## config.mk

```make
export PLATFORM = sky130hd
export DESIGN_NAME = spo2rw_ctrl
export DESIGN_NICKNAME = d
export VERILOG_FILES = /design/src/spo2rw_pkg.sv /design/src/spo2rw_ctrl.sv
export SDC_FILE = /design/constraint.sdc
export NUM_CORES = 1
export LEC_CHECK = 0
export BUFFER_PORTS_ARGS = -buffer_cell sky130_fd_sc_hd__buf_2
export CAP_MARGIN = 10
export CORE_AREA = 2 2 39 41
export DETAILED_ROUTE_END_ITERATION = 10
export DIE_AREA = 0 0 41 43
export HOLD_SLACK_MARGIN = 0.02
export PLACE_DENSITY = 0.6
export SLEW_MARGIN = 20
export SYNTH_ARGS = -nofsm -noshare
export SYNTH_HDL_FRONTEND = slang
export SYNTH_SLANG_ARGS = --single-unit
export TNS_END_PERCENT = 1
```

## constraint.sdc

```tcl
create_clock -name aclk -period 2.45 [get_ports aclk]
set_input_delay 0.1225 -clock aclk [delete_from_list [all_inputs] [get_ports aclk]]
set_output_delay 0.1225 -clock aclk [all_outputs]
set_load 0.01 [all_outputs]
```

## src/spo2rw_pkg.sv

```systemverilog
package spo2rw_pkg;

    localparam int SAMPLE_W = 18;
    localparam int SAT_W = 15;
    localparam int WINDOW_LEN_DEF = 50;
    localparam logic [SAMPLE_W-1:0] THRESH_RESET = 18'd5000;
    localparam logic [SAT_W-1:0] SAT_MAX = 15'd25600;
    localparam int OFFSET_FX = 28160;
    localparam int SLOPE_FX = 6400;

    // quotient bits: q < 2*28160 < 2^16, computed one bit per cycle
    localparam int QUO_W = 16;

    typedef enum logic [2:0] {
        ST_IDLE,
        ST_SCAN,
        ST_MUL,
        ST_DIV,
        ST_OUT
    } state_t;

    // controller to datapath
    typedef struct packed {
        logic load;        // capture input transaction
        logic store;       // write pair into windows
        logic scan_start;  // clear accumulators, start read
        logic mul_step;    // one multiply stage
        logic div_start;   // load divider
        logic div_step;    // one quotient bit
        logic finish;      // form result register
    } dp_cmd_t;

    // datapath to controller
    typedef struct packed {
        logic contact;
        logic full;
        logic scan_done;
        logic mul_done;
        logic div_done;
    } dp_sts_t;

endpackage

```

## src/spo2rw_ctrl.sv

```systemverilog
module spo2rw_ctrl (
    input  logic                 aclk,
    input  logic                 aresetn,
    input  logic                 s_valid,
    output logic                 s_ready,
    output logic                 m_valid,
    input  logic                 m_ready,
    input  spo2rw_pkg::dp_sts_t  sts,
    output spo2rw_pkg::dp_cmd_t  cmd
);
    import spo2rw_pkg::*;

    state_t state_reg, state_next;
    logic out_vld_reg, out_vld_next;
    logic finish;
    logic scan_entry_reg, scan_entry;

    assign s_ready = (state_reg == ST_IDLE);
    assign m_valid = out_vld_reg;

    // store happens on the first cycle after capture, only with contact
    assign scan_entry = scan_entry_reg && sts.contact;

    // next state; the first scan cycle waits for the window write to land
    always_comb begin
        state_next = state_reg;
        unique case (state_reg)
            ST_IDLE: if (s_valid) state_next = ST_SCAN;
            ST_SCAN: begin
                if (!scan_entry_reg) begin
                    if (!sts.contact || !sts.full) state_next = ST_OUT;
                    else if (sts.scan_done) state_next = ST_MUL;
                end
            end
            ST_MUL: if (sts.mul_done) state_next = ST_DIV;
            ST_DIV: if (sts.div_done) state_next = ST_OUT;
            ST_OUT: if (!out_vld_reg || m_ready) state_next = ST_IDLE;
            default: state_next = ST_IDLE;
        endcase
    end

    // outputs
    always_comb begin
        cmd = '0;
        finish = 1'b0;
        unique case (state_reg)
            ST_IDLE: cmd.load = s_valid;
            ST_SCAN: ;
            ST_MUL: cmd.mul_step = 1'b1;
            ST_DIV: cmd.div_step = 1'b1;
            ST_OUT: finish = !out_vld_reg || m_ready;
            default: ;
        endcase
        cmd.finish = finish;
        cmd.div_start = (state_reg == ST_MUL) && sts.mul_done;
        // scan starts with the write so it reads the updated window
        cmd.scan_start = scan_entry;
        cmd.store = scan_entry;
    end

    always_comb begin
        out_vld_next = out_vld_reg;
        if (m_ready) out_vld_next = 1'b0;
        if (finish) out_vld_next = 1'b1;
    end

    always_ff @(posedge aclk) begin
        if (!aresetn) begin
            state_reg <= ST_IDLE;
            out_vld_reg <= 1'b0;
            scan_entry_reg <= 1'b0;
        end else begin
            state_reg <= state_next;
            out_vld_reg <= out_vld_next;
            scan_entry_reg <= cmd.load;
        end
    end

`ifndef NO_ASSERTIONS
    a_one_item: assert property (@(posedge aclk) disable iff (!aresetn)
        (s_valid && s_ready) |=> !s_ready) else $error("accepted during work");
    a_finish_slot: assert property (@(posedge aclk) disable iff (!aresetn)
        finish |-> (!out_vld_reg || m_ready)) else $error("result overwritten");
    a_store_once: assert property (@(posedge aclk) disable iff (!aresetn)
        cmd.store |=> !cmd.store) else $error("double store");
`endif

endmodule

```

### Yosys cells after proc, flatten, opt, wreduce, memory -nomap -nowiden

Cells that the tools add are included.

* equality and inequality tests: 10
* multiplexer cells: 14
* reduce and logical (&&, ||, !) cells: 10

Operators by type and width (count)
* two-way mux 3 bit: 7
* one-hot mux 3 bit (5 select lines): 1
* != test 2 bit, second input constant: 5
* equality test 3 x 2 -> 1 bit, second input constant: 2
* two-way mux 1 bit: 6
* AND reduction 6 bit: 1
* equality test 3 x 1 -> 1 bit, second input constant: 1
* equality test 3 bit, second input constant: 1
* logical NOT 1 bit: 3
* logical NOT 3 bit: 1
* != test 3 bit, second input constant: 1
* logical AND 1 bit: 2
* logical OR 1 bit: 2
* nonzero test 2 bit: 1

* flip-flop bits (word level): 5
* bits of input ports: 9
* output and inout port bits: 9
* word-level logic and storage cells: 37

### Depth between registers and ports, before layout

* depth in word-level cells: 5
* gate-level depth with buffers: 5
* depth with buffers taken out: 4

### Least setup slack after synthesis

Ideal clock, no wire load.

* kind: flip-flop to flip-flop
* start point: reg state_reg[0]
* end point: reg state_reg[0]
* library setup time: 131 ps
* arrival time: 1192 ps
* data required time: 2319 ps
* setup slack: 1127 ps
* stages on the path, launching flop included: 6
* path buffers: 1
* period minus slack after synthesis: 1323 ps
* cell sequence: dfxtp_1 > buf_6 > nor2b_1 > a32o_2 > o311ai_1 > o41ai_1

* longest elaborated chain between the ends: 3
* elaborated cells on any way between the ends: 13
* classes of those cells: eq/ne (10); mux (1); reduce/logical (2)

RTL lines
* start: declaration: line spo2rw_ctrl.sv:13 `state_t state_reg, state_next;`
* start signal: assignment: line spo2rw_ctrl.sv:73 `state_reg <= state_next;`
* equality test 3 x 1 -> 1 bit, or another cell as far along: line spo2rw_ctrl.sv:27 `unique case (state_reg)`
* != test 3 bit (no line) or != test 2 bit (tied branches)
* AND reduction 6 bit (no line)

Parallel ways exist; a longest one is shown, timed or not.
A chain may end at the register's enable or synchronous reset.

==> summary.md <==
| Metric | Value |
|---|---|
| Run status | finished, final reports clean |
| Count of unresolved DRC violations after routing | 0 |
| Number of buffers inserted by port buffering | 17 |
| Number of I/O pins | 18 |
| Fmax | 0.7131 GHz |
| Most common flop cell mapped by yosys | sky130_fd_sc_hd__dfxtp_1 |
| Pwr Density | between 700 and 800 nW/um^2 |
| Antenna diodes | 0 |
| CP top delay family | flip-flops |
| Level count of the clock H-tree | 1 |
| Path class of the lowest-slack min-delay path | primary input to flop |
| Synth Net Count | 53 |
| Root Driver | sky130_fd_sc_hd__clkbuf_4 |
| CP max stage cell | sky130_fd_sc_hd__dfxtp_1 |
| Initial core utilization | 26.76% |
| TritonRoute pass-1 iters | 4 |
| LEAKAGE | approximately 0.21 nW |
| Number of hold violations in the final report | 0 |
| Synth Cell Area | ~370 sq um |
| Final critical path time including I/O delays and setup | 1402 ps |
| Clock insertion delay at the later pin of the skew report | 240 ps |
| Wire length of the first global-routing pass | around 1200 um |
| Unique masters post-synth | 24 |
| Startpoint type of the worst setup path | flop |
| Worst Tran Pin Value | 326.4 ps |
| Number of synthesized register bits | 5 |
| Routed Antenna Nets | 0 |
| Setup clock skew after layout | between 6 and 7 ps |
| Clock tree from TritonCTS | done |
| Y dimension of the die | 43 um |
| Total placed instance area | 434.2 sq um |
| Final HPWL DP | 656.3 um |
| PostCTS Resize Cnt | 0 |
| Fraction of synthesis flops using an asynchronous set or reset pin | 0% |
| Maximum number of pins on one net before global-route repair | 11 |
| Crit path max fanout | 9 |
| Cts hold-fix bufs | 0 |
| Total Routing Usage GR | between 10% and 20% |
| Number of DRC markers in iteration 0 | 13 |
| Worst slew margin | 78.24% |
| Final Cycle Share | ~57% |
| Worst endpoint data arrival time | between 1000 and 1500 ps |
| Critical Path RT | 2330 ps |
| Total Power | around 0.36 mW |
| Die width | 41 um |
| Buffering stage count on the worst path with inverters included | 1 |
| Num Clock Sinks | 5 |
| Peak supply drop | just under 300 uV |
| Standard cell core area | around 1400 sq um |
| Critical setup path kind | flop to output pin |
| Mean number of vias per cell | 4.961 |
| Area added between synthesis and finish | 24.32% |
| Total of max-cap violations | 0 |
| Endpoint type of the worst setup path | output pin |
| Register area share after synthesis | 27.03% |
| Fraction of layout cells with a size suffix above 1 | 40.00% |
| Final nets | 70 |
| Post-synthesis instance total | 44 |
| Number of max-slew violations in the final report | 0 |
| Final setup violation count | 0 |
| Setup TNS Final | 0 ps |
| Final Routed Wirelength | slightly above 800 um |
| Critical-path cell list | nor2b_1 > and2_2 > buf_2 |
| Post-DR wirelength/cell | 10.76 um |
| Flip-flop count of the largest register after layout | 3 |
| CTS clock-pin slew for the worst setup and hold paths | 50 ps |
| Num CTS Buffers | 3 |
| Number of global-route vias before repair | 320 |
| Number of synthesized flops with an enable pin | 0 |
| Unrepaired setup endpoints after global routing | no |
| Total grt overflow | 0 |
| Row count | 14 |
| Final non-filler cell area | 460.4 sq um |
| Final weighted congestion in routability-driven placement | approximately 0.66 |
| Biggest cell delay along the critical path | 470 ps |
| Die area | around 1800 sq um |
| Synth warnings | 0 |
| Synthesized area per cell | 8.417 sq um |
| Number of setup buffers added after CTS | 0 |
| Number of antenna violations at the first check in global routing | 0 |
| Number of buffers between clock root and the deepest sink | 2 |
| Utilization after layout | 33.27% |
| Total number of vias | 377 |
## cells in the mapped netlist (2+ instances only)
cell type,n,area (sq um)
sky130_fd_sc_hd__nor3_1,3,15.01
sky130_fd_sc_hd__and3_1,3,18.77
sky130_fd_sc_hd__nor2_1,3,11.26
sky130_fd_sc_hd__o41ai_1,2,17.52
sky130_fd_sc_hd__buf_4,4,30.03
sky130_fd_sc_hd__mux2i_1,2,20.02
sky130_fd_sc_hd__nand3b_1,3,22.52
sky130_fd_sc_hd__dfxtp_1,5,100.1
sky130_fd_sc_hd__nand2_1,3,11.26
sky130_fd_sc_hd__and2_1,2,12.51
## metrics by stage
stage | setup WS (ps) | hold WS, ps | cells
after CTS | 1026 | 136.5 | 76
after detailed placement | 1064 | 390.4 | 72
final | 1048 | 140.0 | 76
after global placement | 1076 | 393.1 | 72
after global routing | 927.3 | 156.6 | 76
after floorplan | 1127 | 240.2 | 44
## kinds of logic (layout without fill, tap and decap cells)
kind of cell | Yosys count | after routing | share of synthesized area, %
multiplexers | 2 | 2 | 5.406
AND/OR/NAND/NOR | 22 | 22 | 36.49
buffers and inverters | 7 | 23 | 13.51
AO/OA/AOI/OAI | 8 | 8 | 17.57
flip-flops | 5 | 5 | 27.03
## where the power goes
part	switching, mW	internal, mW	leakage [nW]
logic	0.0696	0.0662	0.156
clock network	0.0347	0.0616	0.0150
registers	0.0263	0.0973	0.0409
total	0.131	0.225	0.212
## layer usage
| metal | track usage (%) | routed length (um) | up-vias |
|---|---|---|---|
| met3 | 1.571 | 54 | 4 |
| met5 | 0 | 0 | - |
| met1 | 10.58 | 364 | 166 |
| met4 | 10.00 | 27 | 0 |
| met2 | 15.94 | 372 | 17 |
| li1 | - | - | 190 |
## path summary, 6_finish.rpt
kind / startpoint / to / slack, ps / cells past startpoint
max: state_reg[0] / cmd[1] / 1050 / 3
min: s_valid / scan_entry_reg / 140 / 2
max reg2reg: state_reg[0] / state_reg[0] / 1070 / 4
min reg2reg: m_valid / m_valid / 550 / 2
## layout by cell type, fill, tap and decap left out, types with 2 or more instances in the layout
| cell | count |
|---|---|
| sky130_fd_sc_hd__and2_1 | 2 |
| sky130_fd_sc_hd__nor2_1 | 3 |
| sky130_fd_sc_hd__dfxtp_1 | 5 |
| sky130_fd_sc_hd__mux2i_1 | 2 |
| sky130_fd_sc_hd__nor3_1 | 3 |
| sky130_fd_sc_hd__and3_1 | 3 |
| sky130_fd_sc_hd__nand3b_1 | 3 |
| sky130_fd_sc_hd__buf_2 | 17 |
| sky130_fd_sc_hd__clkbuf_4 | 3 |
| sky130_fd_sc_hd__nand2_1 | 3 |
| sky130_fd_sc_hd__o41ai_1 | 2 |
## layout make-up
class	count	area, sq um
Sequential cell	5	100.1
Timing Repair Buffer	17	85.08
Fill cell	152	923.4
Clock buffer	4	26.28
Inverter	2	8.758
Multi-Input combinational cell	32	220.2
Tap cell	16	20.02
Power figures use the tool's default switching activity.
